### src/rtl/srf_pkg.sv
// Shared types and constants for the stream find-and-replace block.
// Used by srf_ctrl, srf_datapath and stream_find_and_replace; no dependencies.
package srf_pkg;

    localparam int PATTERN_MAX = 8;
    localparam int REPL_MAX    = 8;
    // Pending bytes plus the word just taken in.
    localparam int BUF_DEPTH   = PATTERN_MAX + 1;
    localparam int CNT_W       = $clog2(BUF_DEPTH + 1);
    localparam int RIDX_W      = $clog2(REPL_MAX);
    localparam int LEN_W       = 4;
    localparam int CFG_W       = 64;
    localparam int CFG_IDX_W   = 2;

    localparam logic [7:0] LINE_BARRIER = 8'h0A;

    typedef enum logic [CFG_IDX_W-1:0] {
        CFG_PATTERN_BYTES      = 2'd0,
        CFG_PATTERN_LENGTH     = 2'd1,
        CFG_REPLACEMENT_BYTES  = 2'd2,
        CFG_REPLACEMENT_LENGTH = 2'd3
    } cfg_idx_t;

    // Controller to datapath.
    typedef struct packed {
        logic append;     // take the input word into the buffer tail
        logic drop;       // emit the buffer head and shift
        logic repl_emit;  // emit the current replacement byte
        logic clear;      // empty the buffer after a replacement
        logic last;       // emitted word closes the run
    } srf_cmd_t;

    // Datapath to controller.
    typedef struct packed {
        logic count_zero;
        logic count_one;
        logic prefix_ok;          // buffer is a prefix of the pattern
        logic shifted_prefix_ok;  // buffer without its head is a prefix
        logic cm1_eq_plen;        // count - 1 equals pattern length
        logic count_eq_plen;
        logic repl_at_end;
        logic newline;
        logic stream_end;
        logic can_emit;
    } srf_status_t;

endpackage

### src/rtl/srf_ctrl.sv
// Sequencer for the stream find-and-replace block.
// Depends on srf_pkg; drives srf_datapath through srf_cmd_t.
module srf_ctrl (
    input  logic                 clk,
    input  logic                 rst_n,
    input  logic                 in_valid,
    output logic                 in_ready,
    input  srf_pkg::srf_status_t status,
    output srf_pkg::srf_cmd_t    cmd
);
    import srf_pkg::*;

    typedef enum logic [1:0] {
        ST_IDLE,
        ST_RESCAN,
        ST_REPL,
        ST_FLUSH
    } state_t;

    state_t state_reg;
    state_t state_next;

    always_comb
    begin
        state_next = state_reg;
        cmd        = '0;
        in_ready   = 1'b0;
        unique case (state_reg)
            ST_IDLE:
            begin
                in_ready   = 1'b1;
                cmd.append = in_valid;
                if (in_valid)
                begin
                    state_next = ST_RESCAN;
                end
            end
            ST_RESCAN:
            begin
                if (status.newline)
                begin
                    state_next = ST_FLUSH;
                end
                else if (!status.count_zero && !status.prefix_ok)
                begin
                    // Naive rescan: drop the head; this word closes the run only
                    // if nothing else can follow it.
                    if (status.can_emit)
                    begin
                        cmd.drop = 1'b1;
                        cmd.last = status.shifted_prefix_ok && !status.cm1_eq_plen
                                   && !(status.stream_end && !status.count_one);
                    end
                end
                else if (status.count_eq_plen)
                begin
                    state_next = ST_REPL;
                end
                else if (status.stream_end && !status.count_zero)
                begin
                    state_next = ST_FLUSH;
                end
                else
                begin
                    state_next = ST_IDLE;
                end
            end
            ST_REPL:
            begin
                if (status.can_emit)
                begin
                    cmd.repl_emit = 1'b1;
                    cmd.last      = status.repl_at_end;
                    if (status.repl_at_end)
                    begin
                        cmd.clear  = 1'b1;
                        state_next = ST_IDLE;
                    end
                end
            end
            ST_FLUSH:
            begin
                if (status.can_emit)
                begin
                    cmd.drop = 1'b1;
                    cmd.last = status.count_one;
                    if (status.count_one)
                    begin
                        state_next = ST_IDLE;
                    end
                end
            end
            default:
            begin
                state_next = ST_IDLE;
            end
        endcase
    end

    always_ff @(posedge clk or negedge rst_n)
    begin
        if (!rst_n)
        begin
            state_reg <= ST_IDLE;
        end
        else
        begin
            state_reg <= state_next;
        end
    end

endmodule

### src/rtl/srf_datapath.sv
// Datapath for the stream find-and-replace block: config registers, pending
// byte shift line, prefix compare and output register. Depends on srf_pkg.
module srf_datapath (
    input  logic                          clk,
    input  logic                          rst_n,
    input  logic                          cfg_we,
    input  logic [srf_pkg::CFG_IDX_W-1:0] cfg_index,
    input  logic [srf_pkg::CFG_W-1:0]     cfg_data,
    input  logic [7:0]                    in_byte,
    input  logic                          in_end,
    input  srf_pkg::srf_cmd_t             cmd,
    output srf_pkg::srf_status_t          status,
    output logic                          out_valid,
    input  logic                          out_ready,
    output logic [7:0]                    out_byte,
    output logic                          out_last
);
    import srf_pkg::*;

    logic [CFG_W-1:0]  pat_bytes_reg;
    logic [LEN_W-1:0]  pat_len_reg;
    logic [CFG_W-1:0]  rep_bytes_reg;
    logic [LEN_W-1:0]  rep_len_reg;

    logic [7:0]        buf_reg [BUF_DEPTH];
    logic [7:0]        buf_next [BUF_DEPTH];
    logic [CNT_W-1:0]  count_reg;
    logic [CNT_W-1:0]  count_next;
    logic [RIDX_W-1:0] ridx_reg;
    logic [RIDX_W-1:0] ridx_next;
    logic              newline_reg;
    logic              end_reg;
    logic              out_valid_reg;
    logic              out_valid_next;
    logic [7:0]        out_byte_reg;
    logic [7:0]        out_byte_next;
    logic              out_last_reg;
    logic              out_last_next;

    logic [CNT_W-1:0]  plen;
    logic [CNT_W-1:0]  rlen;
    logic [CNT_W-1:0]  count_m1;
    logic              match_all;
    logic              match_shift;
    logic              can_emit;
    logic [7:0]        rep_byte;

    // Clamp lengths to 1..max.
    always_comb
    begin
        if (pat_len_reg == '0)
            plen = CNT_W'(1);
        else if (CNT_W'(pat_len_reg) > CNT_W'(PATTERN_MAX))
            plen = CNT_W'(PATTERN_MAX);
        else
            plen = CNT_W'(pat_len_reg);

        if (rep_len_reg == '0)
            rlen = CNT_W'(1);
        else if (CNT_W'(rep_len_reg) > CNT_W'(REPL_MAX))
            rlen = CNT_W'(REPL_MAX);
        else
            rlen = CNT_W'(rep_len_reg);
    end

    assign count_m1 = count_reg - CNT_W'(1);

    // Byte compares against the pattern, one per position, masked by count.
    always_comb
    begin
        match_all   = 1'b1;
        match_shift = 1'b1;
        for (int k = 0; k < PATTERN_MAX; k++)
        begin
            if (CNT_W'(k) < count_reg && buf_reg[k] != pat_bytes_reg[8*k +: 8])
                match_all = 1'b0;
            if (CNT_W'(k + 1) < count_reg && buf_reg[k+1] != pat_bytes_reg[8*k +: 8])
                match_shift = 1'b0;
        end
    end

    assign can_emit = !out_valid_reg || out_ready;
    assign rep_byte = rep_bytes_reg[8*ridx_reg +: 8];

    always_comb
    begin
        status.count_zero        = (count_reg == '0);
        status.count_one         = (count_reg == CNT_W'(1));
        status.prefix_ok         = (count_reg <= plen) && match_all;
        status.shifted_prefix_ok = (count_m1 <= plen) && match_shift;
        status.cm1_eq_plen       = (count_m1 == plen);
        status.count_eq_plen     = (count_reg == plen);
        status.repl_at_end       = (CNT_W'(ridx_reg) + CNT_W'(1) == rlen);
        status.newline           = newline_reg;
        status.stream_end        = end_reg;
        status.can_emit          = can_emit;
    end

    // Pending buffer: append at the tail, shift out at the head.
    always_comb
    begin
        for (int k = 0; k < BUF_DEPTH; k++)
        begin
            buf_next[k] = buf_reg[k];
            if (cmd.append && count_reg == CNT_W'(k))
                buf_next[k] = in_byte;
        end
        if (cmd.drop)
        begin
            for (int k = 0; k < BUF_DEPTH - 1; k++)
                buf_next[k] = buf_reg[k+1];
        end

        count_next = count_reg;
        if (cmd.append)
            count_next = count_reg + CNT_W'(1);
        else if (cmd.clear)
            count_next = '0;
        else if (cmd.drop)
            count_next = count_m1;

        ridx_next = ridx_reg;
        if (cmd.clear)
            ridx_next = '0;
        else if (cmd.repl_emit)
            ridx_next = ridx_reg + RIDX_W'(1);

        out_valid_next = out_valid_reg;
        out_byte_next  = out_byte_reg;
        out_last_next  = out_last_reg;
        if (cmd.drop || cmd.repl_emit)
        begin
            out_valid_next = 1'b1;
            out_byte_next  = cmd.drop ? buf_reg[0] : rep_byte;
            out_last_next  = cmd.last;
        end
        else if (out_ready)
        begin
            out_valid_next = 1'b0;
        end
    end

    always_ff @(posedge clk or negedge rst_n)
    begin
        if (!rst_n)
        begin
            pat_bytes_reg <= '0;
            pat_len_reg   <= LEN_W'(1);
            rep_bytes_reg <= '0;
            rep_len_reg   <= LEN_W'(1);
            count_reg     <= '0;
            ridx_reg      <= '0;
            newline_reg   <= 1'b0;
            end_reg       <= 1'b0;
            out_valid_reg <= 1'b0;
        end
        else
        begin
            if (cfg_we)
            begin
                unique case (cfg_idx_t'(cfg_index))
                    CFG_PATTERN_BYTES:      pat_bytes_reg <= cfg_data;
                    CFG_PATTERN_LENGTH:     pat_len_reg   <= cfg_data[LEN_W-1:0];
                    CFG_REPLACEMENT_BYTES:  rep_bytes_reg <= cfg_data;
                    CFG_REPLACEMENT_LENGTH: rep_len_reg   <= cfg_data[LEN_W-1:0];
                    default: ;
                endcase
            end
            count_reg     <= count_next;
            ridx_reg      <= ridx_next;
            out_valid_reg <= out_valid_next;
            if (cmd.append)
            begin
                newline_reg <= (in_byte == LINE_BARRIER);
                end_reg     <= in_end;
            end
        end
    end

    // Payload only: no reset.
    always_ff @(posedge clk)
    begin
        for (int k = 0; k < BUF_DEPTH; k++)
            buf_reg[k] <= buf_next[k];
        out_byte_reg <= out_byte_next;
        out_last_reg <= out_last_next;
    end

    assign out_valid = out_valid_reg;
    assign out_byte  = out_byte_reg;
    assign out_last  = out_last_reg;

endmodule

### src/rtl/stream_find_and_replace.sv
// Top level of the stream find-and-replace block.
// Depends on srf_pkg, srf_ctrl and srf_datapath.
//
//  channel   | signals                                   | word contents
//  ----------+-------------------------------------------+------------------------------
//  s_axis    | tvalid, tready, tdata[7:0], tlast         | in_byte; tlast = stream_end
//  m_axis    | tvalid, tready, tdata[7:0], tlast         | out_byte; tlast = run_last
//  cfg       | cfg_we, cfg_index[1:0], cfg_data[63:0]    | register write, no read-back
//
// An input word is accepted in the idle state and checked against the pattern in
// the rescan state that follows. Each emitted output word (drop, replacement
// byte or flush) goes through the single output register; a full match emits
// the replacement bytes in place of the pattern. Input is accepted only while
// the sequencer is idle; a full output register with tready low holds the
// sequencer in place.
// Reset empties the pending buffer and loads pattern and replacement length 1.
module stream_find_and_replace (
    input  logic                          clk,
    input  logic                          rst_n,
    // Configuration write port
    input  logic                          cfg_we,
    input  logic [srf_pkg::CFG_IDX_W-1:0] cfg_index,
    input  logic [srf_pkg::CFG_W-1:0]     cfg_data,
    // Input stream
    input  logic                          s_axis_tvalid,
    output logic                          s_axis_tready,
    input  logic [7:0]                    s_axis_tdata,   // [7:0] in_byte
    input  logic                          s_axis_tlast,   // stream_end
    // Output stream
    output logic                          m_axis_tvalid,
    input  logic                          m_axis_tready,
    output logic [7:0]                    m_axis_tdata,   // [7:0] out_byte
    output logic                          m_axis_tlast    // run_last
);
    import srf_pkg::*;

    srf_cmd_t    cmd;
    srf_status_t status;

    // Sequence append, rescan, replacement and flush steps.
    srf_ctrl u_ctrl (
        .clk      (clk),
        .rst_n    (rst_n),
        .in_valid (s_axis_tvalid),
        .in_ready (s_axis_tready),
        .status   (status),
        .cmd      (cmd)
    );

    // Hold pending bytes, compare against the pattern, register the output word.
    srf_datapath u_datapath (
        .clk       (clk),
        .rst_n     (rst_n),
        .cfg_we    (cfg_we),
        .cfg_index (cfg_index),
        .cfg_data  (cfg_data),
        .in_byte   (s_axis_tdata),
        .in_end    (s_axis_tlast),
        .cmd       (cmd),
        .status    (status),
        .out_valid (m_axis_tvalid),
        .out_ready (m_axis_tready),
        .out_byte  (m_axis_tdata),
        .out_last  (m_axis_tlast)
    );

endmodule
### config.mk
export PLATFORM = sky130hd
export DESIGN_NAME = stream_find_and_replace
export DESIGN_NICKNAME = d
export VERILOG_FILES = /design/src/rtl/srf_pkg.sv /design/src/rtl/srf_ctrl.sv /design/src/rtl/srf_datapath.sv /design/src/rtl/stream_find_and_replace.sv
export SDC_FILE = /design/constraint.sdc
export NUM_CORES = 1
export LEC_CHECK = 0
export ABC_CLOCK_PERIOD_IN_PS = 7000
export BUFFER_PORTS_ARGS = -buffer_cell sky130_fd_sc_hd__buf_2
export CORE_UTILIZATION = 51
export DETAILED_ROUTE_END_ITERATION = 12
export PLACE_DENSITY_LB_ADDON = 0.25
export SETUP_SLACK_MARGIN = 0.15
export SYNTH_ARGS = -nofsm -noshare
export SYNTH_HDL_FRONTEND = slang
export SYNTH_HIERARCHICAL = 1
export SYNTH_SLANG_ARGS = --single-unit
### constraint.sdc
create_clock -name clk -period 7 [get_ports clk]
set_clock_uncertainty 0.2 [all_clocks]
set_input_delay 0.7 -clock clk [delete_from_list [all_inputs] [get_ports clk]]
set_output_delay 0.7 -clock clk [all_outputs]
set_load 0.05 [all_outputs]
==> results of run 1 <==
-- cell type report --
| type | instances | area, um^2 | share of cell area [%] |
|---|---|---|---|
| inverters | 7 | 26.3 | 0.204 |
| flip-flops and latches | 229 | 6140 | 47.7 |
| multi-input cells | 627 | 5000 | 38.9 |
| clock inverters | 12 | 134 | 1.04 |
| diodes | 1 | 2.50 | 0.0195 |
| well taps | 280 | 350 | 2.72 |
| clock buffers | 33 | 717 | 5.57 |
| repair buffers | 95 | 497 | 3.86 |
-- per-stage QoR --
step | std cells | worst slack, ps | hold slack, ps | utilization [%] | total power [mW]
5_1_grt | 1283 | 2330 | 168 | 58.9 | 6.19
2_1_floorplan | 910 | 3490 | 204 | - | 3.87
4_1_cts | 1283 | 2540 | 168 | 58.9 | 5.88
3_3_place_gp | 1237 | 2650 | 282 | 55.0 | 4.46
6_report | 1284 | 2480 | 186 | 58.9 | 5.87
3_5_place_dp | 1237 | 2620 | 288 | 55.0 | 4.51
-- cells by family after synthesis --
kind of cell	Yosys count	synth area share [%]
DFF	229	53.9
xor gates and xnor gates	136	10.6
AOI/OAI and AO/OA	66	3.74
muxes	165	17.8
buffers and inverters	54	2.23
and+or+nand+nor	246	10.2
adders and majority gates	14	1.54
-- cells in the mapped netlist, types with 2 or more instances --
cell	count	area [um^2]
nor3_1	4	20.0
and4b_1	2	20.0
dfrtp_1	146	3650
nor2_1	16	60.1
nor3b_1	4	30.0
nor4_2	3	37.5
buf_2	20	100
edfxtp_1	81	2430
a21o_1	3	22.5
buf_1	6	22.5
mux4_2	16	360
nand4_1	6	37.5
a31oi_1	2	12.5
nand3b_1	2	15.0
nand2b_1	16	100
o21ai_1	9	45.0
o2111a_1	2	22.5
and2_1	4	25.0
a21oi_1	23	115
mux2_2	138	1550
nand2_1	150	563
buf_4	5	37.5
o22ai_1	2	12.5
xnor2_1	20	175
xor2_1	115	1010
nor2b_1	3	18.8
a31o_2	5	43.8
ha_1	14	175
o211ai_1	2	15.0
nand3_1	3	15.0
inv_1	7	26.3
o21ai_0	8	40.0
clkbuf_1	15	56.3
mux2i_1	11	110
dfstp_2	2	52.6
nor4_1	29	181
o31ai_1	3	22.5
-- where the power goes --
group / leakage (nW) / switching (mW) / internal [mW]
Sequential: 2.52 / 0.545 / 1.97
Clock: 0.422 / 0.531 / 0.826
Combinational: 2.50 / 1.15 / 0.851
-- critical path, cell delays in order, from the launching register on --
cell and delay, ps:
dfrtp_1 560, inv_1 250, ha_1 290, inv_1 110, a21oi_1 130, a21oi_1 330, nor4_1 150, o2111a_1 170
nor4_1 440, o211a_4 900, nand2b_1 570, nand2_1 140
-- placed cells by master, fill, tap and decap left out, drive strengths merged, types with 3 or more instances in the layout --
cell type,n
mux2,138
nand3,3
a21oi,23
and2,4
clkbuf,33
inv,8
nor3b,4
edfxtp,81
mux2i,11
ha,14
o22ai,3
buf,94
o21ai,17
clkinv,8
bufinv,3
mux4,16
xnor2,20
nand2b,16
a21o,3
a31o,5
nor2,16
nand4,6
nor2b,3
dfrtp,146
xor2,115
o31ai,3
nor4,32
nand2,150
nor3,4
-- routing by layer --
metal	up-vias	wire length [um]	global-route usage, %
met4	0	627	7.05
met3	50	1890	4.31
met1	3727	12000	35.6
li1	3368	-	-
met2	268	13500	42.4
met5	-	0	0
-- worst paths after layout --
check	endpoint	start
max reg2reg	u_datapath/buf_reg[0][44]	u_datapath/count_reg[0]
min reg2reg	u_datapath/rep_bytes_reg[52]	u_datapath/rep_bytes_reg[52]
min in group asynchronous	u_datapath/rep_bytes_reg[34]	rst_n
max in group asynchronous	u_datapath/pat_bytes_reg[3]	rst_n
min	u_datapath/buf_reg[0][67]	s_axis_tdata[3]
max	u_datapath/buf_reg[0][44]	u_datapath/count_reg[0]
==> flow_metrics.env, run 1 <==
export IMPL_status="finished, final reports clean"
export IMPL_synth_edf_count=81
export IMPL_yosys_cell_types_count=50
export IMPL_grt_usage_pct=25.9
export IMPL_drive_above_1_share_pct=30.1
export IMPL_reg2reg_slack_ps=2480
export IMPL_ys_seq_area_share_pct=53.9
export IMPL_start_util_pct=52.1
export IMPL_largest_reg_flops=72
export IMPL_cts_hold_buffers=1
export IMPL_grt_antenna_before_repair=1
export IMPL_arrival_ps=4570
export IMPL_setup_viol=0
export IMPL_clkSlewWorstSetupHoldPaths_ps=60
export IMPL_clock_fmax_ghz=0.221
export IMPL_die_height_um=151
export IMPL_port_buffer_count=90
export IMPL_worstPathRequired_ps=7040
export IMPL_r2r_cells=11
export IMPL_ys_warnings_count=6
export IMPL_synth_ff_type="dfrtp_1"
export IMPL_drtAntennaViolNets=0
export IMPL_drv_cap=0
export IMPL_worst_pin_slew_ps=1150
export IMPL_async_reset_ff_share_pct=64.6
export IMPL_crit_fanout=102
export IMPL_place_congestion=0.870
export IMPL_fin_area_mm2=0.0129
export IMPL_placed_area_mm2=0.0120
export IMPL_cts_setup_buffers=0
export IMPL_num_vias=7413
export IMPL_critPathKind="flip-flop to flip-flop"
export IMPL_drt_iter0_markers=623
export IMPL_io_pin_count=91
export IMPL_clk_latency_ps=530
export IMPL_finalHoldViolCount=0
export IMPL_first_pass_iters=6
export IMPL_fin_nets=1079
export IMPL_cts_resized=0
export IMPL_cts_sinks=229
export IMPL_synthesis_nets=1004
export IMPL_p_leak_nw=5.44
export IMPL_cts_tree="done"
export IMPL_slew_headroom_pct=23.6
export IMPL_synth_cells=910
export IMPL_grt_pass1_vias=7394
export IMPL_post_route_min_period_ps=4520
export IMPL_die_x_um=151
export IMPL_vias_per_cell=5.77
export IMPL_hpwl_um=20300
export IMPL_core_region_area_mm2=0.0218
export IMPL_cts_made_buffers=25
export IMPL_post_route_period_util_pct=64.6
export IMPL_slew_violations=0
export IMPL_wl_um=28000
export IMPL_hold_path_class="primary input to flip-flop"
export IMPL_setup_tns_ps=0
export IMPL_grt_overflow_total=0
export IMPL_die_area_mm2=0.0229
export IMPL_power_density_mw_per_mm2=456
export IMPL_drc=0
export IMPL_grt_max_degree=103
export IMPL_n_fill_cell=1797
export IMPL_rows=54
export IMPL_vdd_ir_drop_max_v=0.000239
export IMPL_critPathCaptureType="flip-flop"
export IMPL_synthToLayoutAreaGrowth_pct=13.1
export IMPL_clockRootBuffer="clkbuf_16"
export IMPL_ys_ff_latch=229
export IMPL_cts_buffer_depth=3
export IMPL_syn_area_per_cell_um2=12.5
export IMPL_wl_per_cell_um=21.8
export IMPL_grt_pass1_wl_um=43600
export IMPL_min_delay_path_depth=1
export IMPL_h_tree_depth=1
export IMPL_start_kind="flip-flop"
export IMPL_rsz0062_at_grt="false"
export IMPL_syn_area_mm2=0.0114
Power figures use the tool's default switching activity.
==> run 2: changes to the inputs <==
ABC_AREA = 1   (was default)
ABC_CLOCK_PERIOD_IN_PS = 4000   (was 7000)
clock period = 4 ns   (was 7 ns; I/O delays follow)
==> run 2 against run 1 <==
Compared with the run above:
- the flow now finishes with violations (design-rule violations)
- die area is 2.7% higher
- first-iteration DRC count rose by 46%
- final cell count is 44% higher
- worst setup slack lost 2000 ps
- power increased by 68%
- core utilization increased by 2.7 points
- sequential power up 59%
- via count rose by 33%
- hold slack worse by 140 ps
- largest cell class unchanged
- highest routed layer unchanged
==> flow_metrics.env, run 2 <==
export IMPL_fin_cells=1845
export IMPL_crit_fanout=45
export IMPL_worst_pin_slew_ps=1170
export IMPL_port_buffer_count=90
export IMPL_post_place_cells=1726
export IMPL_first_pass_iters=10
export IMPL_arrival_ps=3470
export IMPL_hpwl_um=22700
export IMPL_ys_warnings_count=6
export IMPL_drv_cap=0
export IMPL_yosys_area_top_type="dfrtp_1"
export IMPL_hold_path_class="primary input to flip-flop"
export IMPL_grt_usage_pct=28.0
export IMPL_synth_most_common_cell="nand2_1"
export IMPL_clockRootBuffer="clkbuf_16"
export IMPL_yosys_area_share_adder_pct=1.50
export IMPL_wl_um=32400
export IMPL_slew_violations=0
export IMPL_drtAntennaViolNets=0
export IMPL_syn_area_per_cell_um2=8.39
export IMPL_clkSlewWorstSetupHoldPaths_ps=60
export IMPL_async_reset_ff_share_pct=64.6
export IMPL_h_tree_depth=1
export IMPL_layout_common_cells="nand2_1, o21ai_0, dfrtp_1, inv_1, nor2_1"
export IMPL_die_height_um=153
export IMPL_synth_mux_area_share_pct=0
export IMPL_critPathCaptureType="flip-flop"
export IMPL_synthToLayoutAreaGrowth_pct=19.1
export IMPL_synth_ff_type="dfrtp_1"
export IMPL_final_common_cell="nand2_1"
export IMPL_start_util_pct=51.8
export IMPL_antenna_cells=0
export IMPL_yosys_cell_types_count=38
export IMPL_drt_iter0_markers=909
export IMPL_start_kind="flip-flop"
export IMPL_clock_fmax_ghz=0.287
export IMPL_critPathKind="flip-flop to flip-flop"
export IMPL_rsz0062_at_grt="false"
export IMPL_synth_area_leaders="dfrtp_1, edfxtp_1, nand2_1"
export IMPL_ys_seq_area_share_pct=52.5
export IMPL_timing_final_ws_setup_ps=516
export IMPL_place_congestion=0.912
export IMPL_ys_ff_latch=229
export IMPL_n_fill_cell=1947
export IMPL_fin_nets=1634
export IMPL_violations="design-rule violations"
export IMPL_p_leak_nw=6.53
export IMPL_grt_max_degree=129
export IMPL_vdd_ir_drop_max_v=0.000398
export IMPL_power_density_mw_per_mm2=710
export IMPL_synth_common_cells="nand2_1, o21ai_0, dfrtp_1"
export IMPL_min_delay_path_depth=3
export IMPL_syn_area_mm2=0.0117
export IMPL_vias_per_cell=5.35
export IMPL_die_x_um=153
export IMPL_synth_xor_area_share_pct=7.48
export IMPL_cts_made_buffers=26
export IMPL_synth_cells=1393
export IMPL_wl_per_cell_um=17.6
export IMPL_finalHoldViolCount=0
export IMPL_setup_tns_ps=0
export IMPL_post_route_min_period_ps=3480
export IMPL_cts_tree="done"
export IMPL_io_pin_count=91
export IMPL_grt_pass1_vias=9535
export IMPL_synth_edf_count=81
export IMPL_synthesis_nets=1487
export IMPL_cts_buffer_depth=3
export IMPL_synth_top_family_by_area="simple AND/OR/NAND/NOR gates"
export IMPL_slew_headroom_pct=21.3
export IMPL_cts_setup_buffers=0
export IMPL_synth_top_area_share_pct=31.3
export IMPL_num_vias=9876
export IMPL_drive_above_1_share_pct=10.8
export IMPL_grt_pass1_wl_um=51100
export IMPL_cts_sinks=229
export IMPL_clk_latency_ps=530
export IMPL_grt_antenna_before_repair=0
export IMPL_rows=55
export IMPL_setup_viol=0
export IMPL_die_area_mm2=0.0235
export IMPL_r2r_cells=14
export IMPL_utilization_pct=61.7
export IMPL_largest_reg_flops=72
export IMPL_dp_slack_ps=557
export IMPL_post_route_period_util_pct=87.1
export IMPL_grt_overflow_total=0
export IMPL_cts_resized=0
export IMPL_cts_hold_buffers=71
export IMPL_core_region_area_mm2=0.0226
export IMPL_synth_simple_gate_area_share_pct=19.8
export IMPL_synth_compound_area_share_pct=11.6
export IMPL_drc=2
export IMPL_status="finished, violations left"
export IMPL_worstPathRequired_ps=3990
run 2: area by class of cell:
cell class | instances | area [um^2] | share of cell area (%)
flip-flops and latches | 229 | 6140 | 44.1
repair buffers | 172 | 1260 | 9.07
multi-input cells | 962 | 4750 | 34.1
inverters | 149 | 559 | 4.02
clock inverters | 7 | 38.8 | 0.279
well taps | 285 | 357 | 2.56
clock buffers | 41 | 820 | 5.89
run 2: power by group:
part	total, mW	switching [mW]	leakage (nW)	internal [mW]
clock	2.35	0.947	0.427	1.40
sequential	3.98	0.700	2.60	3.28
combinational	3.56	2.32	3.51	1.24
total	9.89	3.97	6.53	5.92
run 2: metal layers:
layer / part of all wire [%] / global-route usage (%)
met1: 43 / 38.3
met2: 47 / 46.2
met3: 6.8 / 3.46
met4: 3.3 / 9.95
met5: 0 / 0
run 2: stage by stage:
| stage | area [um^2] | hold slack (ps) | total power, mW |
|---|---|---|---|
| 6_report | 13900 | 45.1 | 9.89 |
| 2_1_floorplan | 11700 | -95.6 | 6.31 |
| 3_3_place_gp | 12400 | 261 | 7.33 |
| 5_1_grt | 13900 | 59.5 | 10.5 |
| 4_1_cts | 13900 | 31.1 | 9.88 |
| 3_5_place_dp | 12400 | 268 | 7.44 |
run 2: cells by family (layout without fill, tap and decap cells):
| group | Yosys count | after routing |
|---|---|---|
| simple gates | 587 | 587 |
| compound gates | 262 | 262 |
| flops | 229 | 229 |
| buf+inv | 202 | 369 |
| xor+xnor | 99 | 99 |
| fa+ha+maj | 14 | 14 |
run 2: path summary, 6_finish.rpt:
path / from / endpoint / slack (ps)
min in group asynchronous: rst_n / u_datapath/rep_bytes_reg[28] / 340
hold / removal: cfg_data[3] / u_datapath/rep_bytes_reg[3] / 50
max in group asynchronous: rst_n / u_datapath/rep_len_reg[0] / 2430
setup / recovery: u_datapath/pat_len_reg[1] / u_datapath/out_byte[2] / 520
hold reg to reg: u_datapath/rep_bytes_reg[47] / u_datapath/rep_bytes_reg[47] / 280
setup reg to reg: u_datapath/pat_len_reg[1] / u_datapath/out_byte[2] / 520
run 2: critical path: stages (launching register included):
cell and delay (ps):
dfrtp_1 390, nor3_1 200, o21ai_0 150, ha_1 300
nand3_1 100, o211ai_1 170, o21ai_0 100, nand4_1 100
nor2_1 50, nor2_1 130, nand3_2 170, a21oi_4 180
buf_4 430, nor2_1 130, inv_1 310
==> run 3: changes to the inputs <==
CORE_MARGIN = 1.5   (was default)
==> run 3 against run 2 <==
Compared with the run above:
- the run now ends clean
- design area is 0.49% lower
- wire length decreased by 1.1%
- worst setup slack worse by 51 ps
- critical endpoint is now u_datapath/buf_reg[0][27]
- fmax down 1.4%
- combinational power about the same
- highest routed layer unchanged
- die area increased by 1.3%
- via count shrank 0.55%
- first-iteration DRC count shrank 5.4%
- critical path depth stayed put
- sequential cell count unchanged
- non-clock buffer count is 2 lower
==> flow_metrics.env, run 3 (same netlist as run 2, synthesis figures left out) <==
export IMPL_die_height_um=154
export IMPL_critPathCaptureType="flip-flop"
export IMPL_cts_tree="done"
export IMPL_core_region_area_mm2=0.0226
export IMPL_cpMaxStageDelayCell="dfrtp_1"
export IMPL_io_pin_count=91
export IMPL_drtAntennaViolNets=0
export IMPL_p_comb_share_pct=36.0
export IMPL_grt_usage_pct=27.4
export IMPL_final_common_cell="nand2_1"
export IMPL_power_density_mw_per_mm2=708
export IMPL_n_fill_cell=2010
export IMPL_timing_final_ws_setup_ps=466
export IMPL_critPathKind="flip-flop to flip-flop"
export IMPL_holdWs_ps=4.83
export IMPL_start_util_pct=51.8
export IMPL_post_route_period_util_pct=88.4
export IMPL_wl_um=32000
export IMPL_worst_pin_slew_ps=1280
export IMPL_grt_antenna_before_repair=1
export IMPL_slew_headroom_pct=13.7
export IMPL_crit_fanout=23
export IMPL_port_buffer_count=90
export IMPL_cts_made_buffers=25
export IMPL_placed_area_mm2=0.0123
export IMPL_hpwl_um=22600
export IMPL_arrival_ps=3480
export IMPL_first_pass_iters=5
export IMPL_drv_cap=0
export IMPL_drt_iter0_markers=860
export IMPL_vias_per_cell=5.34
export IMPL_setup_tns_ps=0
export IMPL_num_vias=9822
export IMPL_grt_pass1_wl_um=50600
export IMPL_power_report_internal_total_mw=5.83
export IMPL_worstPathRequired_ps=3940
export IMPL_switching_share_pct=40.5
export IMPL_status="finished, final reports clean"
export IMPL_clk_latency_ps=530
export IMPL_cp_slowest_stage_delay_ps=400
export IMPL_post_route_min_period_ps=3530
export IMPL_fin_area_mm2=0.0139
export IMPL_layout_common_cells="nand2_1, o21ai_0, dfrtp_1, inv_1, nor2_1"
export IMPL_post_place_cells=1725
export IMPL_rsz0062_at_grt="false"
export IMPL_clock_fmax_ghz=0.283
export IMPL_largest_reg_flops=72
export IMPL_cts_sinks=229
export IMPL_p_leak_nw=6.50
export IMPL_grt_pass1_vias=9498
export IMPL_drc=0
export IMPL_cp_cell_sequence="nor3_1 > o21ai_0 > ha_1 > nand3_1 > o211ai_1 > o21ai_0 > nand4_1 > nor2_1 > nor2_1 > nand3_2 > a21oi_4 > inv_2 > buf_4 > o31ai_1"
export IMPL_die_x_um=154
export IMPL_dp_slack_ps=422
export IMPL_die_area_mm2=0.0238
export IMPL_p_switching_mw=3.97
export IMPL_vdd_ir_drop_max_v=0.000447
export IMPL_utilization_pct=61.4
export IMPL_fin_cells=1841
export IMPL_grt_max_degree=129
export IMPL_clockRootBuffer="clkbuf_16"
export IMPL_place_congestion=0.906
export IMPL_cts_buffer_depth=3
export IMPL_start_kind="flip-flop"
export IMPL_grt_overflow_total=0
export IMPL_p_seq_share_pct=40.7
export IMPL_wl_per_cell_um=17.4
export IMPL_setup_viol=0
export IMPL_clkPwrFrac_pct=23.3
export IMPL_h_tree_depth=1
export IMPL_drive_above_1_share_pct=10.7
export IMPL_finalHoldViolCount=0
export IMPL_power_mw=9.80
export IMPL_slew_violations=0
export IMPL_synthToLayoutAreaGrowth_pct=18.5
export IMPL_hold_path_class="primary input to flip-flop"
export IMPL_clkSlewWorstSetupHoldPaths_ps=60
export IMPL_fin_nets=1631
export IMPL_rows=55
[run 3: cell count changes in the layout (fill, tap and decap cells not counted)]
| cell | delta |
|---|---|
| clkbuf_16 | -2 |
| clkinv_2 | +3 |
| clkbuf_8 | -7 |
| clkinv_1 | +3 |
| diode_2 | +1 |
| dlygate4sd3_1 | -1 |
| buf_4 | -2 |
| clkbuf_1 | -4 |
| inv_6 | +2 |
| bufinv_16 | +2 |
| buf_6 | +1 |
[run 3: final cells by class]
cell class                      instances  area [um^2]  share of cell area [%]
Antenna cell                            1         2.50                  0.0181
Timing Repair Buffer                  170         1250                    9.01
Inverter                              149          559                    4.04
Clock inverter                         17          143                    1.03
Sequential cell                       229         6140                    44.3
Multi-Input combinational cell        962         4750                    34.3
Clock buffer                           28          658                    4.75
Tap cell                              285          357                    2.57
[run 3: layer usage]
| layer | share of wire, % | track usage [%] | vias to the layer above |
|---|---|---|---|
| met2 | 46 | 44.6 | 414 |
| met3 | 7.1 | 3.73 | 82 |
| met5 | 0 | 0 | - |
| met4 | 4.6 | 12.0 | 0 |
| met1 | 42 | 37.1 | 4582 |
| li1 | - | - | 4744 |
[run 3: worst paths after layout]
kind / startpoint / endpoint / slack, ps / depth (start not counted)
worst max-delay path: u_datapath/pat_len_reg[1] / u_datapath/buf_reg[0][27] / 470 / 14
worst min-delay path: cfg_data[34] / u_datapath/pat_bytes_reg[34] / 5 / 3
worst max register to register: u_datapath/pat_len_reg[1] / u_datapath/buf_reg[0][27] / 470 / 14
worst min register to register: u_datapath/rep_bytes_reg[19] / u_datapath/rep_bytes_reg[19] / 280 / 2
max in group asynchronous: rst_n / u_datapath/pat_bytes_reg[56] / 2480 / 3
min in group asynchronous: rst_n / u_datapath/rep_bytes_reg[26] / 310 / 2
[run 3: timing repair]
action                     4_1_cts  5_1_grt
gates resized for setup          0        1
hold buffers                    70        0
buffers inserted                 0        0
hold endpoints to repair       214        0
setup endpoints to repair        0        9
[run 3: worst max-delay path: cells and delay by family, from the launching register on]
family	cells	cell delay, ps
compound gates	5	960
fa+ha+maj	1	300
buf+inv	2	460
flops	1	400
simple gates	6	830
[run 3: power groups by stage]
stage          combinational [mW]  sequential (mW)  clock [mW]
2_1_floorplan                2.41             3.90           0
3_3_place_gp                 3.33             4.00           0
3_5_place_dp                 3.41             4.01           0
4_1_cts                      3.49             3.98        2.31
5_1_grt                      3.94             4.05        2.40
6_report                     3.53             3.99        2.28
